**src/hdl/pbsa_pkg.sv**
```systemverilog
`default_nettype none

package pbsa_pkg;

    // Default sizing
    localparam int NUM_PAGES_DEF = 64;
    localparam int MAX_SLOTS_DEF = 512;

    // Field widths
    localparam int FUNC_W   = 1;
    localparam int SIZE_W   = 13;
    localparam int PGIDX_W  = 6;
    localparam int SLIDX_W  = 9;
    localparam int STAT_W   = 2;
    localparam int SLOTS_W  = 10;
    localparam int HDR_W    = 3;
    localparam int CFG_W    = 13;
    localparam int CFGIX_W  = 2;
    localparam int NCNT_W   = 13;
    localparam int IN_DW    = 32;
    localparam int OUT_DW   = 24;

    // Search granule
    localparam int CHUNK_W  = 64;
    localparam int BYTE_BITS = 8;

    // Register indexes
    localparam logic [CFGIX_W-1:0] REG_OBJECT_SIZE  = 2'd0;
    localparam logic [CFGIX_W-1:0] REG_SLOTS_IN_USE = 2'd1;
    localparam logic [CFGIX_W-1:0] REG_HEADER_SLOTS = 2'd2;

    // Operation codes
    localparam logic FUNC_ALLOC = 1'b0;
    localparam logic FUNC_FREE  = 1'b1;

    // Status codes
    localparam logic [STAT_W-1:0] ST_OK      = 2'd0;
    localparam logic [STAT_W-1:0] ST_TOO_BIG = 2'd1;
    localparam logic [STAT_W-1:0] ST_NO_PAGE = 2'd2;

    typedef enum logic [1:0] {
        RES_ALLOC_OK,
        RES_FREE,
        RES_TOO_BIG,
        RES_NO_PAGE
    } res_kind_t;

    // Controller to datapath commands
    typedef struct packed {
        logic      load_req;
        logic      stk_rd;
        logic      page_from_stk;
        logic      row_rd;
        logic      row_load;
        logic      srch_start;
        logic      set_bit;
        logic      mark_full_pop;
        logic      clr_bit;
        logic      fresh_take;
        logic      out_load;
        res_kind_t res;
    } pbsa_cmd_t;

    // Datapath to controller status
    typedef struct packed {
        logic is_free;
        logic free_ok;
        logic too_big;
        logic count_nz;
        logic fresh_avail;
        logic srch_busy;
        logic srch_found;
        logic out_free;
    } pbsa_stat_t;

endpackage

`default_nettype wire

```
**src/hdl/pbsa_ctrl.sv**
```systemverilog
`default_nettype none

module pbsa_ctrl (
    input  wire logic                 clk,
    input  wire logic                 rst_n,
    input  wire logic                 in_valid,
    output logic                      in_ready,
    input  wire pbsa_pkg::pbsa_stat_t st,
    output pbsa_pkg::pbsa_cmd_t       cmd
);

    typedef enum logic [3:0] {
        S_IDLE,
        S_DECIDE,
        S_A_TOP,
        S_A_STK,
        S_A_RD,
        S_A_LOAD,
        S_A_SRCH,
        S_A_CHK,
        S_F_WAIT,
        S_F_LOAD,
        S_DONE
    } state_t;

    state_t              state_reg, state_next;
    pbsa_pkg::res_kind_t res_reg, res_next;

    assign in_ready = (state_reg == S_IDLE);

    // Next state and commands
    always_comb
    begin
        state_next = state_reg;
        res_next   = res_reg;
        cmd        = '0;
        cmd.res    = res_reg;
        unique case (state_reg)
            S_IDLE:
            begin
                if (in_valid)
                begin
                    cmd.load_req = 1'b1;
                    state_next   = S_DECIDE;
                end
            end
            S_DECIDE:
            begin
                if (st.is_free)
                begin
                    res_next = pbsa_pkg::RES_FREE;
                    if (st.free_ok)
                    begin
                        cmd.row_rd = 1'b1;
                        state_next = S_F_WAIT;
                    end
                    else
                    begin
                        state_next = S_DONE;
                    end
                end
                else if (st.too_big)
                begin
                    res_next   = pbsa_pkg::RES_TOO_BIG;
                    state_next = S_DONE;
                end
                else
                begin
                    state_next = S_A_TOP;
                end
            end
            S_A_TOP:
            begin
                if (st.count_nz)
                begin
                    cmd.stk_rd = 1'b1;
                    state_next = S_A_STK;
                end
                else if (st.fresh_avail)
                begin
                    cmd.fresh_take = 1'b1;
                    res_next       = pbsa_pkg::RES_ALLOC_OK;
                    state_next     = S_DONE;
                end
                else
                begin
                    res_next   = pbsa_pkg::RES_NO_PAGE;
                    state_next = S_DONE;
                end
            end
            S_A_STK:
            begin
                cmd.page_from_stk = 1'b1;
                state_next        = S_A_RD;
            end
            S_A_RD:
            begin
                cmd.row_rd = 1'b1;
                state_next = S_A_LOAD;
            end
            S_A_LOAD:
            begin
                cmd.row_load   = 1'b1;
                cmd.srch_start = 1'b1;
                state_next     = S_A_SRCH;
            end
            S_A_SRCH:
            begin
                if (!st.srch_busy)
                begin
                    if (st.srch_found)
                    begin
                        cmd.set_bit    = 1'b1;
                        cmd.srch_start = 1'b1;
                        state_next     = S_A_CHK;
                    end
                    else
                    begin
                        cmd.mark_full_pop = 1'b1;
                        state_next        = S_A_TOP;
                    end
                end
            end
            S_A_CHK:
            begin
                if (!st.srch_busy)
                begin
                    cmd.mark_full_pop = !st.srch_found;
                    res_next          = pbsa_pkg::RES_ALLOC_OK;
                    state_next        = S_DONE;
                end
            end
            S_F_WAIT:
            begin
                state_next = S_F_LOAD;
            end
            S_F_LOAD:
            begin
                cmd.clr_bit = 1'b1;
                state_next  = S_DONE;
            end
            S_DONE:
            begin
                if (st.out_free)
                begin
                    cmd.out_load = 1'b1;
                    state_next   = S_IDLE;
                end
            end
            default:
            begin
                state_next = S_IDLE;
            end
        endcase
    end

    // Hold state and result kind
    always_ff @(posedge clk or negedge rst_n)
    begin
        if (!rst_n)
        begin
            state_reg <= S_IDLE;
            res_reg   <= pbsa_pkg::RES_FREE;
        end
        else
        begin
            state_reg <= state_next;
            res_reg   <= res_next;
        end
    end

endmodule

`default_nettype wire

```
**config.mk**
```make
export PLATFORM = sky130hd
export DESIGN_NAME = pbsa_ctrl
export DESIGN_NICKNAME = d
export VERILOG_FILES = /design/src/hdl/pbsa_pkg.sv /design/src/hdl/pbsa_ctrl.sv
export SDC_FILE = /design/constraint.sdc
export NUM_CORES = 1
export LEC_CHECK = 0
export ABC_CLOCK_PERIOD_IN_PS = 4300
export BUFFER_PORTS_ARGS = -buffer_cell sky130_fd_sc_hd__buf_2
export CELL_PAD_IN_SITES_DETAIL_PLACEMENT = 1
export CELL_PAD_IN_SITES_GLOBAL_PLACEMENT = 2
export CORE_MARGIN = 10
export CORE_UTILIZATION = 26
export DETAILED_ROUTE_END_ITERATION = 10
export PLACE_DENSITY = 0.89
export SLEW_MARGIN = 0
export SYNTH_ARGS = -nofsm -noshare
export SYNTH_HDL_FRONTEND = slang
export SYNTH_SLANG_ARGS = --single-unit
```
**constraint.sdc**
```tcl
create_clock -name clk -period 4.3 [get_ports clk]
set_input_delay 0.86 -clock clk [delete_from_list [all_inputs] [get_ports clk]]
set_output_delay 0.86 -clock clk [all_outputs]
set_load 0.02 [all_outputs]
```
==> qor.yml, run 1 <==
r2r-start: "state_reg[2]"
ctsLongestPathBuffers: 2
syn2layout_area_growth_pct: 24.3
met1_length_microns: 851
grt_max_degree: 20
seq_area_sq_um: 151
critPathArrivalTime_ps: 1760
clk_pin_slew_ps: 50
final_common_cell: "buf_2"
worstPathRequired_ps: 3440
crit_chain: "nor2b_1, nand3b_1, a21oi_1, buf_2"
num_antenna_cells: 0
final_cell_mix: "buf_2, a21oi_1, o21ai_0"
met3WireLength_microns: 170
synthXorXnorAreaFrac_pct: 0
routabilityCongestion: 0.735
syn_inst: 81
antenna_found_initial: 0
path_buf_inv: 1
rsz0062_at_grt: "no"
maxUsedRoutingLayer: "met4"
cp_slowest_cell: "dfrtp_1"
period_share_pct: 60.9
synth-compound-area-share_pct: 25.2
num_vias: 683
cts-resized-gates: 0
ant_nets: 0
status: "complete, no violations"
cp-start-kind: "register"
leakage_nw: 0.370
muxShareOfSynthArea_pct: 3.74
ios: 25
yosys.cell_types.count: 33
fin_setup_tns_ps: 0
path_class: "reg2out"
dp.final_hpwl_microns: 1580
final_max_slew_viol_count: 0
ff2ff_path_depth: 4
synthSimpleGateAreaFrac_pct: 37.6
cts_tree: "done"
synth_top_family_by_area: "simple AND/OR/NAND/NOR gates"
wl_met2_microns: 938
max_freq_ghz: 0.382
ys_warn_count: 0
drt_pass1_iterations: 3
p_int_mw: 0.252
grt_pass1_vias: 753
finalSetupViolations: 0
worstMarginPinSlew_ps: 592
skew_ps: 2.06
power.share.combinational_pct: 56.6
num-fill-cells: 297
fp.dieH_microns: 68.1
swShare_pct: 51.3
drive_above_1_share_pct: 28.2
worst-path-max-fanout: 18
grt_overflow: 0
numCtsBuffers: 3
rows: 17
seqPwrFrac_pct: 31.5
die_area_sq_um: 4640
rrSetupSlack_ps: 2340
synth_fa_ha_area_share_pct: 0
syn_nets: 92
p_clk_share_pct: 11.9
multi_input_area_sq_um: 400
hold_class: "in2async"
cts_sinks: 6
syn_area_sq_um: 602
dp_slack_ps: 1920
instances_no_fill: 131
drc: 0
hold_violations: 0
fin_crit_ps: 2620
ctsHtreeMaxLevel: 1
postLayoutSetupSlackWorst_ps: 1680
vias_per_cell: 5.21
port_buffers: 24
hold_buffers: 0
finalNetCount: 115
wirelength_microns: 2000
cap_violations: 0
die_w_microns: 68.1
critPathMaxStageDelay_ps: 660
path_delay_family: "flip-flops"
fin_area_sq_um: 748
slew_headroom_pct: 60.5
grtUsageTotal_pct: 9.20
coreArea_sq_um: 2210
cts_setup_buffers: 0
switchingPower_mw: 0.266
reg2reg_to: "res_reg[1]"
grt_pass1_wl_microns: 3330
wl_per_cell_microns: 15.3
powerDensity_nw_per_um2: 691
placedInstanceArea_sq_um: 722
cts-root-buf: "clkbuf_4"
ys_seq_elements: 6
clk_latency_ps: 260
avgSynthCellArea_sq_um: 7.43
start_util_pct: 27.2
largest_register_ffs: 4
dp_cells: 127
ys_seq_area_share_pct: 25.2
end_kind: "output pin"
first_iter_violations: 14
vdd_drop_max_mv: 0.377
holdWs_ps: 425
## worst reg2reg max path: cells and delay by family, from the launching register on
kind	cells	cell delay [ps]
compound gates	2	590
flops	1	590
mux	1	320
simple gates	1	340
## cell families (layout without fill, tap and decap cells)
| group | after synthesis | after routing |
|---|---|---|
| flip-flops | 6 | 6 |
| multiplexers | 2 | 2 |
| buffers and inverters | 10 | 32 |
| AND/OR/NAND/NOR | 39 | 39 |
| AO/OA/AOI/OAI | 24 | 24 |
## worst max-delay path by stage
| stage | slack (ps) | to | cells past startpoint | from |
|---|---|---|---|---|
| after CTS | 1690 | cmd[7] | 4 | state_reg[1] |
| after global routing | 1450 | cmd[7] | 4 | state_reg[1] |
| final | 1680 | cmd[7] | 4 | state_reg[1] |
| after floorplan | 1790 | cmd[12] | 3 | state_reg[1] |
| after global placement | 1950 | cmd[7] | 4 | st[2] |
| after detailed placement | 1920 | cmd[7] | 4 | st[2] |
## cell type report
type | count | share of cell area (%)
inverter | 4 | 2.01
multi-input combinational | 65 | 53.5
timing repair buffer | 24 | 16.1
clock buffer | 4 | 3.51
sequential | 6 | 20.2
tap | 28 | 4.68
## through the flow
stage          power, mW  utilization (%)
2_1_floorplan      0.384                -
3_3_place_gp       0.451             32.6
3_5_place_dp       0.462             32.6
4_1_cts            0.524             33.8
5_1_grt            0.573             33.8
6_report           0.517             33.8
## per-layer routing
metal / track usage, % / up-vias
met1: 10.3 / 316
met3: 3.75 / 6
met4: 3.77 / 0
met2: 15.1 / 22
met5: 0 / -
li1: - / 339
## cells in the mapped netlist (all sizes together)
library cell | n | share of area (%)
a2111o | 1 | 1.9
a21oi | 7 | 5.8
a22oi | 1 | 1.2
a31oi | 1 | 1.0
and2 | 2 | 2.1
and3 | 3 | 3.1
and3b | 1 | 1.5
and4 | 1 | 1.5
buf | 3 | 3.9
clkbuf | 3 | 1.9
dfrtp | 5 | 21
dfstp | 1 | 4.4
inv | 4 | 2.5
mux2 | 2 | 3.7
nand2 | 6 | 3.7
nand2b | 5 | 5.2
nand3 | 2 | 1.7
nand3b | 2 | 2.5
nand4b | 1 | 1.5
nor2 | 6 | 3.7
nor2b | 4 | 4.2
nor3 | 2 | 1.7
nor4 | 1 | 1.0
nor4b | 2 | 2.9
o211a | 2 | 3.3
o211ai | 1 | 1.2
o21ai | 7 | 5.8
o22ai | 2 | 2.1
o31ai | 1 | 1.2
o41ai | 1 | 1.5
or2 | 1 | 1.5
## power by group through the flow
stage	Sequential [mW]	Combinational (mW)	Clock (mW)
after global placement	0.160	0.290	0
after floorplan	0.117	0.267	0
after detailed placement	0.164	0.298	0
final	0.163	0.293	0.0616
after CTS	0.162	0.298	0.0633
after global routing	0.174	0.333	0.0668
No activity file was read; power rests on OpenSTA's default activity.
==> run 2: changes to the inputs <==
ABC_CLOCK_PERIOD_IN_PS = 2400   (was 4300)
CORE_UTILIZATION = 22   (was 26)
PLACE_DENSITY = 0.81   (was 0.89)
clock period = 2.4 ns   (was 4.3 ns; I/O delays follow)
==> qor.yml, run 2 (synthesis gave the netlist of run 1 again) <==
num_antenna_cells: 0
period_share_pct: 87.4
rows: 18
ff2ff_path_depth: 4
ctsLongestPathBuffers: 2
status: "complete, no violations"
grt_max_degree: 20
ios: 25
worstMarginPinSlew_ps: 568
multi_input_area_sq_um: 400
die_area_sq_um: 5230
hold_violations: 0
antenna_found_initial: 0
switchingPower_mw: 0.474
placedInstanceArea_sq_um: 739
fin_area_sq_um: 766
grt_pass1_wl_microns: 3340
fin_setup_tns_ps: 0
dp_cells: 131
hold_class: "in2async"
first_iter_violations: 9
cts-root-buf: "clkbuf_4"
routabilityCongestion: 0.734
cts_tree: "done"
power.share.combinational_pct: 61.9
grtUsageTotal_pct: 7.75
p_clk_share_pct: 10.7
grt_pass1_vias: 721
vdd_drop_max_mv: 0.543
postLayoutSetupSlackWorst_ps: 301
final_cell_mix: "buf_2, a21oi_1, o21ai_0"
wl_per_cell_microns: 14.7
instances_no_fill: 135
skew_ps: 0.255
grt_overflow: 0
drive_above_1_share_pct: 29.5
worstPathRequired_ps: 1920
seqPwrFrac_pct: 27.4
p_int_mw: 0.471
dp.final_hpwl_microns: 1630
cts_setup_buffers: 0
path_class: "reg2out"
clk_latency_ps: 240
hold_buffers: 0
seq_area_sq_um: 151
r2r-start: "state_reg[2]"
reg2reg_to: "res_reg[1]"
fp.dieH_microns: 72.3
powerDensity_nw_per_um2: 1230
fin_crit_ps: 2100
clk_pin_slew_ps: 50
critPathArrivalTime_ps: 1620
cap_violations: 0
end_kind: "output pin"
cp-start-kind: "register"
finalSetupViolations: 0
largest_register_ffs: 4
leakage_nw: 0.380
wirelength_microns: 1980
port_buffers: 24
cts_sinks: 6
ant_nets: 0
final_max_slew_viol_count: 0
cts-resized-gates: 0
swShare_pct: 50.1
syn2layout_area_growth_pct: 27.2
die_w_microns: 72.3
rrSetupSlack_ps: 460
coreArea_sq_um: 2540
slew_headroom_pct: 62.2
ctsHtreeMaxLevel: 1
drt_pass1_iterations: 4
finalNetCount: 117
dp_slack_ps: 468
start_util_pct: 23.6
rsz0062_at_grt: "no"
num-fill-cells: 339
max_freq_ghz: 0.476
drc: 0
numCtsBuffers: 3
num_vias: 670
final_common_cell: "buf_2"
worst-path-max-fanout: 12
vias_per_cell: 4.96
-- run 2: final cells by class --
class / instances / share of cell area [%]
Clock buffer: 4 / 3.43
Tap cell: 30 / 4.90
Timing Repair Buffer: 26 / 17.6
Sequential cell: 6 / 19.8
Inverter: 4 / 1.96
Multi-Input combinational cell: 65 / 52.3
-- run 2: worst max path at each step --
stage / startpoint / end / slack [ps] / depth (start not counted)
2_1_floorplan: state_reg[1] / cmd[12] / 270 / 3
3_3_place_gp: state_reg[2] / res_reg[1] / 500 / 4
3_5_place_dp: state_reg[2] / res_reg[1] / 470 / 4
4_1_cts: state_reg[1] / cmd[7] / 310 / 4
5_1_grt: state_reg[1] / cmd[7] / 100 / 4
6_report: state_reg[1] / cmd[7] / 300 / 4
-- run 2: critical path: stages (launching register included) --
cell	delay [ps]
dfrtp_1	530
nor2b_1	350
nand3b_1	150
a21oi_1	160
buf_2	180
-- run 2: power by group through the flow --
stage,logic [mW],registers (mW),clock network (mW)
CTS,0.595,0.258,0.106
global route,0.658,0.277,0.119
global placement,0.583,0.257,0
finish,0.585,0.259,0.101
floorplan,0.479,0.210,0
detailed placement,0.593,0.259,0
-- run 2: per-layer routing --
metal | vias to the layer above | global-route usage [%] | share of wire, %
met2 | 17 | 12.9 | 46
met5 | - | 0 | 0
met3 | 0 | 3.95 | 7.6
met1 | 312 | 8.72 | 46
li1 | 341 | - | -
met4 | 0 | 1.29 | 0
-- run 2: metrics by stage --
stage / util (%) / hold slack, ps / power (mW)
4_1_cts: 30.1 / 46.2 / 0.960
6_report: 30.1 / 48.2 / 0.945
3_5_place_dp: 29.1 / 310 / 0.852
3_3_place_gp: 29.1 / 311 / 0.840
5_1_grt: 30.1 / 35.7 / 1.05
2_1_floorplan: - / 184 / 0.689
==> run 3: changes to the inputs <==
ABC_CLOCK_PERIOD_IN_PS = 2000   (was 2400)
CORE_UTILIZATION = 24   (was 22)
PLACE_DENSITY = 0.84   (was 0.81)
SLEW_MARGIN = 25   (was 0)
clock period = 2 ns   (was 2.4 ns; I/O delays follow)
==> qor.yml, run 3 (synthesis gave the netlist of run 1 again) <==
drive_above_1_share_pct: 34.3
cts-root-buf: "clkbuf_4"
cts_setup_buffers: 0
postLayoutSetupSlackWorst_ps: 162
cp-start-kind: "register"
worstMarginPinSlew_ps: 367
ctsHtreeMaxLevel: 1
first_iter_violations: 16
largest_register_ffs: 4
start_util_pct: 24.7
finalSetupViolations: 0
path_class: "reg2out"
drc: 0
antenna_found_initial: 0
grt_overflow: 0
fin_setup_tns_ps: 0
grt_max_degree: 19
grtUsageTotal_pct: 8.34
status: "complete, no violations"
num_vias: 708
coreArea_sq_um: 2430
cts_tree: "done"
crit_chain: "buf_4, nor4_2, and2_1, buf_2"
wirelength_microns: 2050
ctsLongestPathBuffers: 2
seqPwrFrac_pct: 22.5
ios: 25
fin_crit_ps: 1840
hold_class: "in2reg"
vdd_drop_max_mv: 0.488
period_share_pct: 91.9
post-route-util_pct: 33.0
rows: 18
final_cell_mix: "buf_2, a21oi_1, o21ai_0"
syn2layout_area_growth_pct: 33.5
grt_pass1_vias: 781
max_freq_ghz: 0.544
critPathMaxStageDelay_ps: 400
finalNetCount: 120
port_buffers: 24
power.share.combinational_pct: 66.9
ant_nets: 0
dp.final_hpwl_microns: 1670
rsz0062_at_grt: "no"
die_w_microns: 70.1
final_max_slew_viol_count: 0
clk_latency_ps: 250
p_int_mw: 0.598
num_antenna_cells: 0
fp.dieH_microns: 70.1
grt_pass1_wl_microns: 3440
critPathArrivalTime_ps: 1440
wl_per_cell_microns: 14.8
clk_pin_slew_ps: 50
cp_slowest_cell: "dfrtp_1"
leakage_nw: 0.396
powerDensity_nw_per_um2: 1470
swShare_pct: 49.2
dp_slack_ps: 251
final_common_cell: "buf_2"
hold_violations: 0
cts_sinks: 6
drt_pass1_iterations: 2
numCtsBuffers: 3
p_clk_share_pct: 10.6
die_area_sq_um: 4910
worstPathRequired_ps: 1600
end_kind: "output pin"
routabilityCongestion: 0.845
switchingPower_mw: 0.580
cap_violations: 0
slew_headroom_pct: 75.2
skew_ps: 3.99
vias_per_cell: 5.13
worst-path-max-fanout: 12
==> run 3: changes by cell type in the layout (fill, tap and decap cells not counted) <==
| cell | previous run | this run |
|---|---|---|
| nor4_1 | 1 | 0 |
| dlygate4sd3_1 | 0 | 1 |
| dfrtp_2 | 0 | 1 |
| nor2b_1 | 4 | 2 |
| buf_4 | 2 | 4 |
| nor2b_2 | 0 | 2 |
| dfrtp_1 | 5 | 4 |
| nor4_2 | 0 | 1 |
==> run 3: cell type report <==
class                   count  area, sq um
well taps                  30         37.5
inverters                   4         15.0
repair buffers             29          160
multi-input cells          65          412
clock buffers               4         26.3
flip-flops and latches      6          153
fillers                   309         1630
==> run 3: metrics by stage <==
stage | instance area, sq um | std cells | hold WS [ps] | total power, mW
global placement | 761 | 133 | 232 | 1.04
finish | 803 | 138 | 382 | 1.18
detailed placement | 761 | 133 | 234 | 1.06
CTS | 797 | 138 | 383 | 1.19
global route | 803 | 138 | 387 | 1.30
floorplan | 608 | 81 | 104 | 0.836
==> run 3: path summary, 6_finish.rpt <==
kind | slack [ps] | depth (start not counted) | startpoint | endpoint
hold / removal | 380 | 2 | st[0] | state_reg[3]
setup reg to reg | 250 | 4 | state_reg[1] | res_reg[1]
min in group asynchronous | 500 | 2 | rst_n | state_reg[1]
max in group asynchronous | 1270 | 2 | rst_n | res_reg[0]
hold reg to reg | 500 | 1 | res_reg[1] | res_reg[1]
setup / recovery | 160 | 4 | state_reg[3] | cmd[12]
==> run 3: worst max-delay path: cells and delay by family, from the launching register on <==
family        cells  cell delay, ps
simple gates      2             450
flops             1             400
buf+inv           2             350
==> run 3: power by group through the flow <==
| stage | combinational, mW | clock, mW | sequential [mW] |
|---|---|---|---|
| final | 0.788 | 0.125 | 0.265 |
| after floorplan | 0.581 | 0 | 0.255 |
| after global routing | 0.887 | 0.143 | 0.275 |
| after global placement | 0.781 | 0 | 0.258 |
| after detailed placement | 0.793 | 0 | 0.267 |
| after CTS | 0.796 | 0.131 | 0.264 |
==> run 3: what timing repair did <==
item                                    CTS  global route
hold buffers                              1             0
endpoints found under the hold margin     5             0
endpoints found under the setup margin    0             3
gates resized for setup                   0             3
==> run 3: metal layers <==
layer	GRT usage [%]	vias to the layer above	share of wire (%)
met4	2.41	0	0.98
met1	8.54	334	43
met5	0	-	0
met2	15.0	19	49
li1	-	351	-
met3	3.53	4	6.3
